`config.mk`:
```
export PLATFORM = sky130hd
export DESIGN_NAME = pulse_peak_heart_rate_unit
export DESIGN_NICKNAME = d
export VERILOG_FILES = /design/src/hw/rtl/pphr_pkg.sv /design/src/hw/rtl/pphr_div.sv /design/src/hw/rtl/pulse_peak_heart_rate_unit.sv
export SDC_FILE = /design/constraint.sdc
export NUM_CORES = 1
export LEC_CHECK = 0
export BUFFER_PORTS_ARGS = -buffer_cell sky130_fd_sc_hd__buf_4
export CORE_MARGIN = 3
export CORE_UTILIZATION = 32
export DETAILED_ROUTE_END_ITERATION = 7
export PLACE_DENSITY = 0.48
export SYNTH_ARGS = -nofsm -noshare
export SYNTH_HDL_FRONTEND = slang
export SYNTH_SLANG_ARGS = --single-unit
```
`constraint.sdc`:
```
create_clock -name i_clk -period 4.8 [get_ports i_clk]
set_clock_uncertainty 0.2 [all_clocks]
set_input_delay 0.24 -clock i_clk [delete_from_list [all_inputs] [get_ports i_clk]]
set_output_delay 0.24 -clock i_clk [all_outputs]
set_load 0.05 [all_outputs]
```
`src/hw/rtl/pphr_pkg.sv`:
```
// pulse peak heart rate: shared types, sizes and constants
// used by pphr_div and pulse_peak_heart_rate_unit, no dependencies
`timescale 1ns / 1ps

package pphr_pkg;

    localparam int SAMPLE_DEPTH   = 10;
    localparam int INTERVAL_DEPTH = 5;

    localparam int X_W    = 18;
    localparam int T_W    = 32;
    localparam int IV_W   = 16;
    localparam int RATE_W = 16;
    localparam int THR_W  = X_W + 1;

    localparam int SIDX_W  = $clog2(SAMPLE_DEPTH);
    localparam int SFILL_W = $clog2(SAMPLE_DEPTH + 1);
    localparam int IIDX_W  = $clog2(INTERVAL_DEPTH);
    localparam int IFILL_W = $clog2(INTERVAL_DEPTH + 1);
    localparam int CNT_W   = (SIDX_W > IIDX_W) ? SIDX_W : IIDX_W;
    localparam int CNT_W1  = CNT_W + 1;

    localparam int MIN_SAMPLES   = 5;
    localparam int MIN_INTERVALS = 3;

    localparam int SSUM_W = $clog2(SAMPLE_DEPTH * (2 ** X_W - 1) + 1);
    localparam int ISUM_W = $clog2(INTERVAL_DEPTH * (2 ** IV_W - 1) + 1);
    localparam int ACC_W  = (SSUM_W > ISUM_W) ? SSUM_W : ISUM_W;

    localparam longint RATE_NUM_Q8 = 60000 * 256;
    localparam longint RNUM_MAX    = RATE_NUM_Q8 * INTERVAL_DEPTH
                                   + (INTERVAL_DEPTH * (2 ** IV_W - 1)) / 2;
    localparam int RNUM_W = $clog2(RNUM_MAX + 1);
    localparam int DIV_W  = (SSUM_W > RNUM_W) ? SSUM_W : RNUM_W;
    localparam int DVS_W  = (SFILL_W > ISUM_W) ? SFILL_W : ISUM_W;

    localparam int CFG_IDX_W  = 2;
    localparam int CFG_DATA_W = 18;
    localparam logic [CFG_IDX_W-1:0] CFG_FINGER_THR = 2'd0;
    localparam logic [CFG_IDX_W-1:0] CFG_MIN_IV     = 2'd1;
    localparam logic [CFG_IDX_W-1:0] CFG_MAX_IV     = 2'd2;

    localparam logic [X_W-1:0]  FINGER_THR_RST = 18'd50000;
    localparam logic [IV_W-1:0] MIN_IV_RST     = 16'd333;
    localparam logic [IV_W-1:0] MAX_IV_RST     = 16'd1500;

    typedef struct packed {
        logic [X_W-1:0] ir_sample;
        logic [T_W-1:0] time_ms;
    } t_in;

    typedef struct packed {
        logic [RATE_W-1:0] heart_rate_q8;
        logic              finger_present;
    } t_out;

    typedef struct packed {
        logic             start;
        logic [DIV_W-1:0] dividend;
        logic [DVS_W-1:0] divisor;
    } t_div_req;

endpackage

```
`src/hw/rtl/pphr_div.sv`:
```
// shared restoring divider, one quotient bit per cycle
// depends on pphr_pkg for widths and the request struct
`timescale 1ns / 1ps

module pphr_div (
    input  logic                       i_clk,
    input  logic                       i_rst_n,
    input  pphr_pkg::t_div_req         i_req,
    output logic                       o_done,
    output logic [pphr_pkg::DIV_W-1:0] o_quot
);

    localparam int DIV_W = pphr_pkg::DIV_W;
    localparam int DVS_W = pphr_pkg::DVS_W;
    localparam int DC_W  = $clog2(DIV_W + 1);

    logic [DVS_W:0]   r_rem;
    logic [DVS_W-1:0] r_dvs;
    logic [DIV_W-1:0] r_quo;
    logic [DC_W-1:0]  r_cnt;
    logic             r_busy;
    logic             r_done;

    logic [DVS_W:0]   n_sh;
    logic             n_ge;

    always_comb begin
        n_sh = {r_rem[DVS_W-1:0], r_quo[DIV_W-1]};
        n_ge = (n_sh >= {1'b0, r_dvs});
    end

    always_ff @(posedge i_clk) begin
        if (!i_rst_n) begin
            r_busy <= 1'b0;
            r_done <= 1'b0;
            r_cnt  <= '0;
        end else begin
            r_done <= 1'b0;
            if (i_req.start) begin
                r_busy <= 1'b1;
                r_cnt  <= DC_W'(DIV_W);
            end else if (r_busy) begin
                r_cnt <= r_cnt - 1'b1;
                if (r_cnt == DC_W'(1)) begin
                    r_busy <= 1'b0;
                    r_done <= 1'b1;
                end
            end
        end
    end

    always_ff @(posedge i_clk) begin
        if (i_req.start) begin
            r_rem <= '0;
            r_dvs <= i_req.divisor;
            r_quo <= i_req.dividend;
        end else if (r_busy) begin
            r_rem <= n_ge ? (n_sh - {1'b0, r_dvs}) : n_sh;
            r_quo <= {r_quo[DIV_W-2:0], n_ge};
        end
    end

    assign o_done = r_done;
    assign o_quot = r_quo;

endmodule

```
`src/hw/rtl/pulse_peak_heart_rate_unit.sv`:
```
// pulse peak heart rate unit: top level with sequencer, sample and interval rings
// without finger or with fewer than five samples the sample goes straight to output; else
//   sum samples, divide for the mean, set thresholds and detect peaks, and on a rate update
//   sum intervals and divide for the rate, both divides on the shared bit-serial divider
// flow: one sample is worked on at a time, the next sample is taken while a result waits
// reset: synchronous active low, clears control, fills, peak state and held rate
`timescale 1ns / 1ps

module pulse_peak_heart_rate_unit (
    input  logic                            i_clk,
    input  logic                            i_rst_n,
    input  logic                            i_valid,
    output logic                            o_stall,
    input  pphr_pkg::t_in                   i_data,
    output logic                            o_valid,
    input  logic                            i_stall,
    output pphr_pkg::t_out                  o_data,
    input  logic                            i_cfg_we,
    input  logic [pphr_pkg::CFG_IDX_W-1:0]  i_cfg_idx,
    input  logic [pphr_pkg::CFG_DATA_W-1:0] i_cfg_data
);

    localparam int X_W     = pphr_pkg::X_W;
    localparam int T_W     = pphr_pkg::T_W;
    localparam int IV_W    = pphr_pkg::IV_W;
    localparam int RATE_W  = pphr_pkg::RATE_W;
    localparam int THR_W   = pphr_pkg::THR_W;
    localparam int SIDX_W  = pphr_pkg::SIDX_W;
    localparam int SFILL_W = pphr_pkg::SFILL_W;
    localparam int IIDX_W  = pphr_pkg::IIDX_W;
    localparam int IFILL_W = pphr_pkg::IFILL_W;
    localparam int CNT_W   = pphr_pkg::CNT_W;
    localparam int CNT_W1  = pphr_pkg::CNT_W1;
    localparam int ACC_W   = pphr_pkg::ACC_W;
    localparam int DIV_W   = pphr_pkg::DIV_W;
    localparam int DVS_W   = pphr_pkg::DVS_W;

    typedef enum logic [7:0] {
        S_IDLE = 8'b0000_0001,
        S_SSUM = 8'b0000_0010,
        S_MDIV = 8'b0000_0100,
        S_THR  = 8'b0000_1000,
        S_PEAK = 8'b0001_0000,
        S_ISUM = 8'b0010_0000,
        S_RDIV = 8'b0100_0000,
        S_OUT  = 8'b1000_0000
    } t_state;

    t_state r_state, n_state;

    // configuration
    logic [X_W-1:0]  r_fthr;
    logic [IV_W-1:0] r_min_iv;
    logic [IV_W-1:0] r_max_iv;

    // rings
    logic [X_W-1:0]     r_sring [pphr_pkg::SAMPLE_DEPTH];
    logic [IV_W-1:0]    r_iring [pphr_pkg::INTERVAL_DEPTH];
    logic [SIDX_W-1:0]  r_swpos;
    logic [SFILL_W-1:0] r_sfill;
    logic [IIDX_W-1:0]  r_iwpos;
    logic [IFILL_W-1:0] r_ifill;

    // detector state
    logic            r_in_peak;
    logic [X_W-1:0]  r_peak;
    logic [T_W-1:0]  r_last_t;
    logic            r_have_last;
    logic [RATE_W-1:0] r_held;

    // working registers
    logic [X_W-1:0]   r_x;
    logic [T_W-1:0]   r_t;
    logic             r_finger;
    logic [CNT_W-1:0] r_idx;
    logic [ACC_W-1:0] r_acc;
    logic [X_W-1:0]   r_lo;
    logic [X_W-1:0]   r_hi;
    logic [X_W-1:0]   r_mean;
    logic [THR_W-1:0] r_thr;
    logic [THR_W-1:0] r_hyst;
    logic [T_W-1:0]   r_iv;
    logic             r_div_start;

    logic                r_out_valid;
    pphr_pkg::t_out      r_out;

    pphr_pkg::t_div_req  w_req;
    logic                w_div_done;
    logic [DIV_W-1:0]    w_quot;

    logic               w_accept;
    logic               w_finger;
    logic [SFILL_W-1:0] w_sfill_inc;
    logic [IFILL_W-1:0] w_ifill_inc;
    logic [X_W-1:0]     w_sv;
    logic [IV_W-1:0]    w_iv_rd;
    logic               w_slast;
    logic               w_ilast;
    logic [X_W-1:0]     w_range;
    logic               w_peak_start;
    logic               w_peak_end;
    logic               w_iv_ok;
    logic               w_out_free;

    assign w_accept   = i_valid && !o_stall;
    assign w_finger   = (i_data.ir_sample >= r_fthr);
    assign w_out_free = !r_out_valid || !i_stall;

    assign w_sfill_inc = (r_sfill == SFILL_W'(pphr_pkg::SAMPLE_DEPTH)) ? r_sfill
                                                                       : r_sfill + 1'b1;
    assign w_ifill_inc = (r_ifill == IFILL_W'(pphr_pkg::INTERVAL_DEPTH)) ? r_ifill
                                                                         : r_ifill + 1'b1;

    assign w_sv    = r_sring[r_idx[SIDX_W-1:0]];
    assign w_iv_rd = r_iring[r_idx[IIDX_W-1:0]];
    assign w_slast = (CNT_W1'(r_idx) + CNT_W1'(1)) == CNT_W1'(r_sfill);
    assign w_ilast = (CNT_W1'(r_idx) + CNT_W1'(1)) == CNT_W1'(r_ifill);

    assign w_range      = r_hi - r_lo;
    assign w_peak_start = !r_in_peak && (THR_W'(r_x) > r_thr) && (r_x > r_peak);
    assign w_peak_end   = r_in_peak && (THR_W'(r_x) < r_hyst);
    assign w_iv_ok      = r_have_last && (r_iv > T_W'(r_min_iv)) && (r_iv < T_W'(r_max_iv));

    // divider request: mean first, then rate with round-half-up bias
    always_comb begin
        w_req.start = r_div_start;
        if (r_state == S_MDIV) begin
            w_req.dividend = DIV_W'(r_acc);
            w_req.divisor  = DVS_W'(r_sfill);
        end else begin
            w_req.dividend = DIV_W'(pphr_pkg::RATE_NUM_Q8) * DIV_W'(r_ifill)
                           + DIV_W'(r_acc >> 1);
            w_req.divisor  = DVS_W'(r_acc);
        end
    end

    pphr_div u_div (
        .i_clk   (i_clk),
        .i_rst_n (i_rst_n),
        .i_req   (w_req),
        .o_done  (w_div_done),
        .o_quot  (w_quot)
    );

    always_ff @(posedge i_clk) begin
        if (!i_rst_n) begin
            r_fthr   <= pphr_pkg::FINGER_THR_RST;
            r_min_iv <= pphr_pkg::MIN_IV_RST;
            r_max_iv <= pphr_pkg::MAX_IV_RST;
        end else if (i_cfg_we) begin
            case (i_cfg_idx)
                pphr_pkg::CFG_FINGER_THR: r_fthr   <= i_cfg_data[X_W-1:0];
                pphr_pkg::CFG_MIN_IV:     r_min_iv <= i_cfg_data[IV_W-1:0];
                pphr_pkg::CFG_MAX_IV:     r_max_iv <= i_cfg_data[IV_W-1:0];
                default: ;
            endcase
        end
    end

    always_comb begin
        n_state = r_state;
        case (r_state)
            S_IDLE: begin
                if (w_accept) begin
                    if (w_finger && (w_sfill_inc >= SFILL_W'(pphr_pkg::MIN_SAMPLES)))
                        n_state = S_SSUM;
                    else
                        n_state = S_OUT;
                end
            end
            S_SSUM: if (w_slast) n_state = S_MDIV;
            S_MDIV: if (w_div_done) n_state = S_THR;
            S_THR:  n_state = S_PEAK;
            S_PEAK: begin
                if (w_peak_start && w_iv_ok &&
                    (w_ifill_inc >= IFILL_W'(pphr_pkg::MIN_INTERVALS)))
                    n_state = S_ISUM;
                else
                    n_state = S_OUT;
            end
            S_ISUM: if (w_ilast) n_state = S_RDIV;
            S_RDIV: if (w_div_done) n_state = S_OUT;
            S_OUT:  if (w_out_free) n_state = S_IDLE;
            default: n_state = S_IDLE;
        endcase
    end

    always_ff @(posedge i_clk) begin
        if (!i_rst_n) begin
            r_state     <= S_IDLE;
            r_swpos     <= '0;
            r_sfill     <= '0;
            r_iwpos     <= '0;
            r_ifill     <= '0;
            r_in_peak   <= 1'b0;
            r_peak      <= '0;
            r_last_t    <= '0;
            r_have_last <= 1'b0;
            r_held      <= '0;
            r_div_start <= 1'b0;
            r_out_valid <= 1'b0;
        end else begin
            r_state     <= n_state;
            r_div_start <= 1'b0;
            if (r_out_valid && !i_stall)
                r_out_valid <= 1'b0;
            case (r_state)
                S_IDLE: begin
                    if (w_accept && w_finger) begin
                        r_swpos <= (r_swpos == SIDX_W'(pphr_pkg::SAMPLE_DEPTH - 1)) ? '0
                                                                                    : r_swpos + 1'b1;
                        r_sfill <= w_sfill_inc;
                    end
                end
                S_SSUM: if (w_slast) r_div_start <= 1'b1;
                S_PEAK: begin
                    if (w_peak_start) begin
                        r_in_peak   <= 1'b1;
                        r_peak      <= r_x;
                        r_last_t    <= r_t;
                        r_have_last <= 1'b1;
                        if (w_iv_ok) begin
                            r_iwpos <= (r_iwpos == IIDX_W'(pphr_pkg::INTERVAL_DEPTH - 1)) ? '0
                                                                                          : r_iwpos + 1'b1;
                            r_ifill <= w_ifill_inc;
                        end
                    end else if (w_peak_end) begin
                        r_in_peak <= 1'b0;
                        r_peak    <= '0;
                    end
                end
                S_ISUM: if (w_ilast) r_div_start <= 1'b1;
                S_RDIV: begin
                    if (w_div_done)
                        r_held <= (|w_quot[DIV_W-1:RATE_W]) ? '1 : w_quot[RATE_W-1:0];
                end
                S_OUT: begin
                    if (w_out_free)
                        r_out_valid <= 1'b1;
                end
                default: ;
            endcase
        end
    end

    // payload and datapath registers
    always_ff @(posedge i_clk) begin
        case (r_state)
            S_IDLE: begin
                r_idx <= '0;
                if (w_accept) begin
                    r_x      <= i_data.ir_sample;
                    r_t      <= i_data.time_ms;
                    r_finger <= w_finger;
                    if (w_finger)
                        r_sring[r_swpos] <= i_data.ir_sample;
                end
            end
            S_SSUM: begin
                r_idx <= w_slast ? '0 : r_idx + 1'b1;
                if (r_idx == '0) begin
                    r_acc <= ACC_W'(w_sv);
                    r_lo  <= w_sv;
                    r_hi  <= w_sv;
                end else begin
                    r_acc <= r_acc + ACC_W'(w_sv);
                    if (w_sv < r_lo) r_lo <= w_sv;
                    if (w_sv > r_hi) r_hi <= w_sv;
                end
            end
            S_MDIV: begin
                if (w_div_done)
                    r_mean <= w_quot[X_W-1:0];
            end
            S_THR: begin
                r_thr  <= THR_W'(r_mean) + THR_W'(w_range >> 2);
                r_hyst <= THR_W'(r_mean) + THR_W'(w_range >> 2) - THR_W'(w_range >> 3);
                r_iv   <= r_t - r_last_t;
            end
            S_PEAK: begin
                r_idx <= '0;
                if (w_peak_start && w_iv_ok)
                    r_iring[r_iwpos] <= r_iv[IV_W-1:0];
            end
            S_ISUM: begin
                r_idx <= w_ilast ? '0 : r_idx + 1'b1;
                r_acc <= (r_idx == '0) ? ACC_W'(w_iv_rd) : r_acc + ACC_W'(w_iv_rd);
            end
            S_OUT: begin
                if (w_out_free) begin
                    r_out.heart_rate_q8  <= r_finger ? r_held : '0;
                    r_out.finger_present <= r_finger;
                end
            end
            default: ;
        endcase
    end

    assign o_stall = (r_state != S_IDLE);
    assign o_valid = r_out_valid;
    assign o_data  = r_out;

    // divider result only lands while the sequencer waits for it
    a_div_done_state: assert property (@(posedge i_clk) disable iff (!i_rst_n)
        w_div_done |-> (r_state == S_MDIV || r_state == S_RDIV))
        else $error("divider finished outside a divide state");

    // a sample below threshold skips all detection work
    a_no_finger_skip: assert property (@(posedge i_clk) disable iff (!i_rst_n)
        (w_accept && !w_finger) |=> (r_state == S_OUT))
        else $error("no-finger sample entered detection");

    a_fill_bounds: assert property (@(posedge i_clk) disable iff (!i_rst_n)
        (r_sfill <= SFILL_W'(pphr_pkg::SAMPLE_DEPTH)) &&
        (r_ifill <= IFILL_W'(pphr_pkg::INTERVAL_DEPTH)))
        else $error("ring fill beyond depth");

    a_zero_rate_no_finger: assert property (@(posedge i_clk) disable iff (!i_rst_n)
        (o_valid && !o_data.finger_present) |-> (o_data.heart_rate_q8 == '0))
        else $error("rate reported without finger");

    // rate is only recomputed once enough intervals are held
    a_rate_needs_intervals: assert property (@(posedge i_clk) disable iff (!i_rst_n)
        (r_state == S_ISUM) |-> (r_ifill >= IFILL_W'(pphr_pkg::MIN_INTERVALS)))
        else $error("rate update with too few intervals");

endmodule
```
Yosys cells after proc, flatten, opt, wreduce, memory -nomap -nowiden. Memories as Yosys holds them, arrays and structs flattened. A register that Yosys moved wholly into a read port is not among the register bits. Cells that the tools add are included.

Add/sub/neg operators: 15. Multiply operators: 1. Order comparisons: 11. Equality and inequality tests: 24. Mux-type cells: 53. Bitwise operators: 2. Reduce and logical (&&, ||, !) cells: 42.

Operators by type and width (number): 2-to-1 mux 18 bit (6); 2-to-1 mux 8 bit (8); one-hot mux 8 bit (8 select lines) (1); 2-to-1 mux 27 bit (2); 2-to-1 mux 46 bit (1); 2-to-1 mux 22 bit (2); one-hot mux 22 bit (2 select lines) (1); > comparator 18 bit (2); > comparator 32 x 16 -> 1 bit (1); < comparator 32 x 16 -> 1 bit (1); subtractor 32 bit (1); adder 27 x 21 -> 27 bit (1); AND reduction 2 bit (12); adder 22 x 16 -> 22 bit (1); adder 22 x 18 -> 22 bit (1); >= comparator 20 x 19 -> 1 bit (1); 2-to-1 mux 4 bit (5); adder 18 x 16 -> 19 bit (1); > comparator 18 x 19 -> 1 bit (1); < comparator 18 x 19 -> 1 bit (1); 2-to-1 mux 19 bit (1); subtractor 19 x 15 -> 19 bit (1); subtractor 19 bit (1); >= comparator 18 bit (1); other kinds (46) (94).

Bits in registers: 432. Memory bits (writable): 260. Input port bits: 75. Memories: 2.

Memories: r_sring (words 10, width 18, rd ports 1, clocked after Yosys merged registers in 1, write ports 1, line pulse_peak_heart_rate_unit.sv:57) `logic [X_W-1:0] r_sring [pphr_pkg::SAMPLE_DEPTH];`; r_iring (words 5, width 16, rd ports 1, clocked after Yosys merged registers in 1, write ports 1, line pulse_peak_heart_rate_unit.sv:58) `logic [IV_W-1:0] r_iring [pphr_pkg::INTERVAL_DEPTH];`.

Depth between registers and ports, before layout.
Depth in word-level cells: 7. Gate-level depth with buffers: 25. Gate-level depth less buffers: 25.

By module. From an unflattened synthesis, not the netlist that was laid out.

Cells, all modules: 3164. Area, all modules: 36710.2 sq um.

By module, submodules not included: pulse_peak_heart_rate_unit (times used 1, cells each 2792, area an instance 32700.1 sq um); pphr_div (times used 1, cells each 372, area an instance 4010.1 sq um).

Least setup slack after synthesis. No wires, ideal clock.

Path kind: register to register. Start point: register r_hi[2]. End point: register r_hyst[18], data pin. Arrival time: 4.726 ns. Data required time: 4.340 ns. Slack: -0.385 ns. Cell stages (with the launch flop): 24. Path buffers: 0. Clock period less this slack: 5.185 ns. Cell sequence: edfxtp_1 -> ha_1 -> inv_1 -> o21bai_2 -> a21oi_1 -> o21bai_1 -> nand2_1 -> a21boi_0 -> nor2_1 -> xnor2_1 -> ha_1 -> and2_1 -> a31oi_1 -> nor2b_1 -> xnor2_1 -> ha_1 -> or3_1 -> o21ai_0 -> a21oi_1 -> a21o_1 -> a21o_1 -> a31o_2 -> a311oi_2 -> mux2_2.

Longest elaborated chain between the ends: 3.

RTL lines: from (decl) (line pulse_peak_heart_rate_unit.sv:78) `logic [X_W-1:0] r_hi;`; from (signal assigned) (line pulse_peak_heart_rate_unit.sv:265) `r_hi <= w_sv;`; from (signal assigned) (line pulse_peak_heart_rate_unit.sv:269) `if (w_sv > r_hi) r_hi <= w_sv;`; subtractor 18 bit (*) (line pulse_peak_heart_rate_unit.sv:120) `assign w_range = r_hi - r_lo;`; adder 18 x 16 -> 19 bit (line pulse_peak_heart_rate_unit.sv:278) `r_hyst <= THR_W'(r_mean) + THR_W'(w_range >> 2) - THR_W'(w_range >> 3);`; subtractor 19 x 15 -> 19 bit (*) (line pulse_peak_heart_rate_unit.sv:278); to (signal assigned) (line pulse_peak_heart_rate_unit.sv:278); to (decl) (line pulse_peak_heart_rate_unit.sv:81) `logic [THR_W-1:0] r_hyst;`.

Mark *: on every way between the ends. The rest lies on a longest branch, timed or not. A chain may end at the register's enable or synchronous reset.

Final worst setup path.
Start point: register r_hi[1]. End point: register r_hyst[18], data pin.

The elaborated chain is that of the path after synthesis.

==> results.py <==
metrics = {
    "yosys": {
        "ys_seq_elements": 696,
        "synthMuxAreaShare": 0.0581,
        "syn_area_mm2": 0.0363,
        "synth_fa_ha_area_frac": 0.108,
        "synthArstFlopShare": 0,
        "ys_types": 91,
        "synth_top_family_by_area": "compound AO/OA/AOI/OAI gates",
        "ys_seq_area_frac": 0.528,
        "synth_edf_count": 524,
        "netlist_instances": 3141,
        "synth_compound_area_frac": 0.126,
        "syn_nets": 3523,
        "synth_xor_area_frac": 0.0347,
        "synth_ff_type": "edfxtp_1",
        "ys_warn_count": 0,
        "synth-simple-area-share": 0.105,
        "synth_area_per_cell_um2": 11.6,
    },
    "power_and_ir_drop": {
        "power_density_mw_per_mm2": 433,
        "vdd_drop_max_mv": 0.285,
        "total_power_uw": 19300,
        "p_leak_uw": 0.0174,
    },
    "placement": {
        "hpwl_um": 69700,
        "place_inst": 4836,
        "place_congestion": 0.820,
        "numPortBuffers": 93,
    },
    "routing": {
        "via_count": 24600,
        "wl_met1_um": 43500,
        "top_layer": "met5",
        "drc_errors": 0,
        "dr.pass1.iters": 5,
        "wl_per_cell_um": 18.6,
        "wirelength_um": 95200,
        "vias_per_cell": 4.82,
        "dr_wl_met2_um": 45400,
        "route.met3.wl_um": 3530,
        "final_antenna_net_count": 0,
        "first_iter_violations": 1370,
    },
    "floorplanning": {
        "die_width_um": 343,
        "die_area_mm2": 0.118,
        "die_h_um": 343,
        "core_area_mm2": 0.112,
        "fp-row-count": 122,
        "num_io_pins": 94,
        "initial_core_util": 0.325,
    },
    "clock_tree": {
        "cts.clk_slew.worst_paths_ps": 60,
        "cts_made_buffers": 84,
        "cts_root_buffer": "clkbuf_16",
        "cts_buffer_depth": 3,
        "cts_htree_levels": 3,
        "clk_latency_ps": 660,
        "cts_tree": "built",
        "clkSinkCount": 696,
    },
    "sta": {
        "drv_slew": 0,
        "fmax_ghz": 0.198,
        "post-route-min-period_ps": 5050,
        "max_slew.worst_pin.slew_ps": 1120,
        "grt_setup_unrepaired": "yes",
        "hold_viol": 0,
        "fin_ws_ps": -246,
        "slew_headroom": 0.256,
        "hold_ws_ps": 93.1,
        "setup_viol": 4,
        "fin_crit_sh": 1.05,
    },
    "layout": {
        "final_cell_mix": "edfxtp_1, buf_4, ha_1",
        "fillers": 10700,
        "nNetsFinal": 3933,
        "syn2layout_area_growth_pct": 22.8,
        "final_util": 0.400,
        "final_layout_size_suffix_gt1_frac": 0.186,
        "n_antenna_cell": 0,
        "instances_no_fill": 5108,
        "final_common_cell": "edfxtp_1",
    },
    "critical_path": {
        "worstPathRequired_ps": 5000,
        "slowest_delay_ps": 420,
        "path_class": "flip-flop to flip-flop",
        "worstReg2RegStart": "r_hi[1]",
        "critPathCapture": "r_hyst[18]",
        "reg2reg_to": "r_hyst[18]",
        "crit_arrival_ps": 5250,
        "crit_path_max_fanout": 4,
        "slowest_stage": "edfxtp_1",
        "worstSetupEndpointType": "flip-flop",
        "crit_family": "compound AO/OA/AOI/OAI gates",
        "regToRegSetupSlack_ps": -250,
        "startpoint": "r_hi[1]",
        "startpoint_type": "flip-flop",
        "crit_buf_inv": 0,
        "r2r_cells": 23,
        "worstPathCellList": "ha_4 > a21oi_4 > o21bai_4 > a21oi_2 > o21bai_1 > nand2_1 > a21boi_2 > nor2_1 > xnor2_1 > ha_1 > and2_4 > a31oi_4 > nor2b_4 > xnor2_2 > ha_1 > or3_1 > o21ai_2 > a21oi_2 > a21o_1 > a21o_1 > a31o_4 > a311oi_4 > mux2_4",
        "cp.depth": 23,
    },
    "run_status": {
        "outcome": "finished, violations left",
        "violations": "setup timing",
    },
    "hold_path": {
        "hold_path.class": "input port to flip-flop",
    },
    "global_routing": {
        "grt_pass1_vias": 25000,
        "grt_max_degree": 55,
        "grt_pass1_wl_um": 146000,
        "overflow": 0,
        "antenna_found_initial": 2,
        "grt_usage": 0.161,
    },
    "job": {
        "drv_cap": 0,
    },
}
## flip-flops by register name (all words and copies together) (netlist names), 19 cells and up, named ones only
signal        count
r_sring         180
r_iring          80
r_iv             32
r_last_t         32
r_t              32
u_div.o_quot     27
r_acc            22
r_hyst           19
r_thr            19
u_div.r_dvs      19
u_div.r_rem      19
## worst min-delay path by stage
stage,start,end,slack (ps),depth (start not counted)
floorplan,i_data[32],r_sring[0][0],140,0
global placement,i_data[8],r_t[8],220,1
detailed placement,i_data[17],r_t[17],220,1
CTS,i_data[7],r_t[7],30,2
global route,i_data[9],r_t[9],60,2
finish,i_data[7],r_t[7],90,2
## metrics by stage
step           setup slack (ps)  setup TNS [ps]  area (um^2)
2_1_floorplan              -176            -176        36300
3_3_place_gp               -476           -1500        40100
3_5_place_dp               -518           -1870        40100
4_1_cts                    -239            -478        44300
5_1_grt                    -532           -2420        44600
6_report                   -246            -660        44600
## timing repair
action | CTS | global route
hold endpoints to repair | 324 | 0
setup buffers | 20 | 18
hold buffers | 79 | 0
gates resized for setup | 30 | 31
pin swaps | 36 | 27
endpoints found under the setup margin | 9 | 13
## metal layers
| layer | track usage | vias up |
|---|---|---|
| met5 | 0 | - |
| met1 | 0.210 | 11800 |
| met4 | 0.0555 | 2 |
| met2 | 0.271 | 346 |
| met3 | 0.0240 | 132 |
| li1 | - | 12300 |
## kinds of logic (layout without fill, tap and decap cells)
kind of cell,count (synthesis),after routing
compound gates,685,685
xor+xnor,143,143
fa+ha+maj,307,307
mux,143,143
flops,696,696
simple gates,792,792
buf+inv,375,854
## power breakdown
group / switching [uW] / internal, uW
clock: 2640 / 4330
combinational: 2980 / 2350
sequential: 177 / 6810
total: 5800 / 13500
## cell type report
| cell class | count | area (um^2) | share of cell area |
|---|---|---|---|
| Sequential cell | 696 | 19200 | 0.430 |
| Multi-Input combinational cell | 2070 | 16000 | 0.360 |
| Timing Repair Buffer | 418 | 3380 | 0.0758 |
| Clock buffer | 107 | 2300 | 0.0516 |
| Tap cell | 1488 | 1860 | 0.0418 |
| Inverter | 281 | 1060 | 0.0237 |
| Clock inverter | 48 | 751 | 0.0168 |
## synth_stat cells, drive strengths merged (10+ instances only)
master	number	area [um^2]
edfxtp	524	15700
ha	298	3730
inv	281	1050
nor2	235	885
a21oi	222	1130
nand2	220	828
dfxtp	172	3440
xnor2	104	918
o21ai	103	519
a21o	78	586
mux2i	70	701
clkbuf	69	259
a211oi	53	403
mux4	52	1170
nor2b	51	319
nor3	49	245
nand3	40	200
xor2	39	342
and2	37	231
o21a	37	278
o211ai	34	255
nand4	31	194
a31oi	30	188
nand2b	29	181
buf	25	148
mux2	21	236
a22o	18	158
o221a	18	203
or3	18	113
nor4	16	106
or2	14	87.6
and3	12	75.1
o21bai	12	97.6
a21boi	11	86.3
nand3b	11	82.6
o31ai	10	85.1
## worst register-to-register path, delay by kind of cell (launching register included)
family	cells	cell delay, ps
compound gates	12	1790
xor+xnor	2	330
fa+ha+maj	3	870
flops	1	420
mux	1	320
simple gates	5	860
No activity file was read; power rests on OpenSTA's default activity.
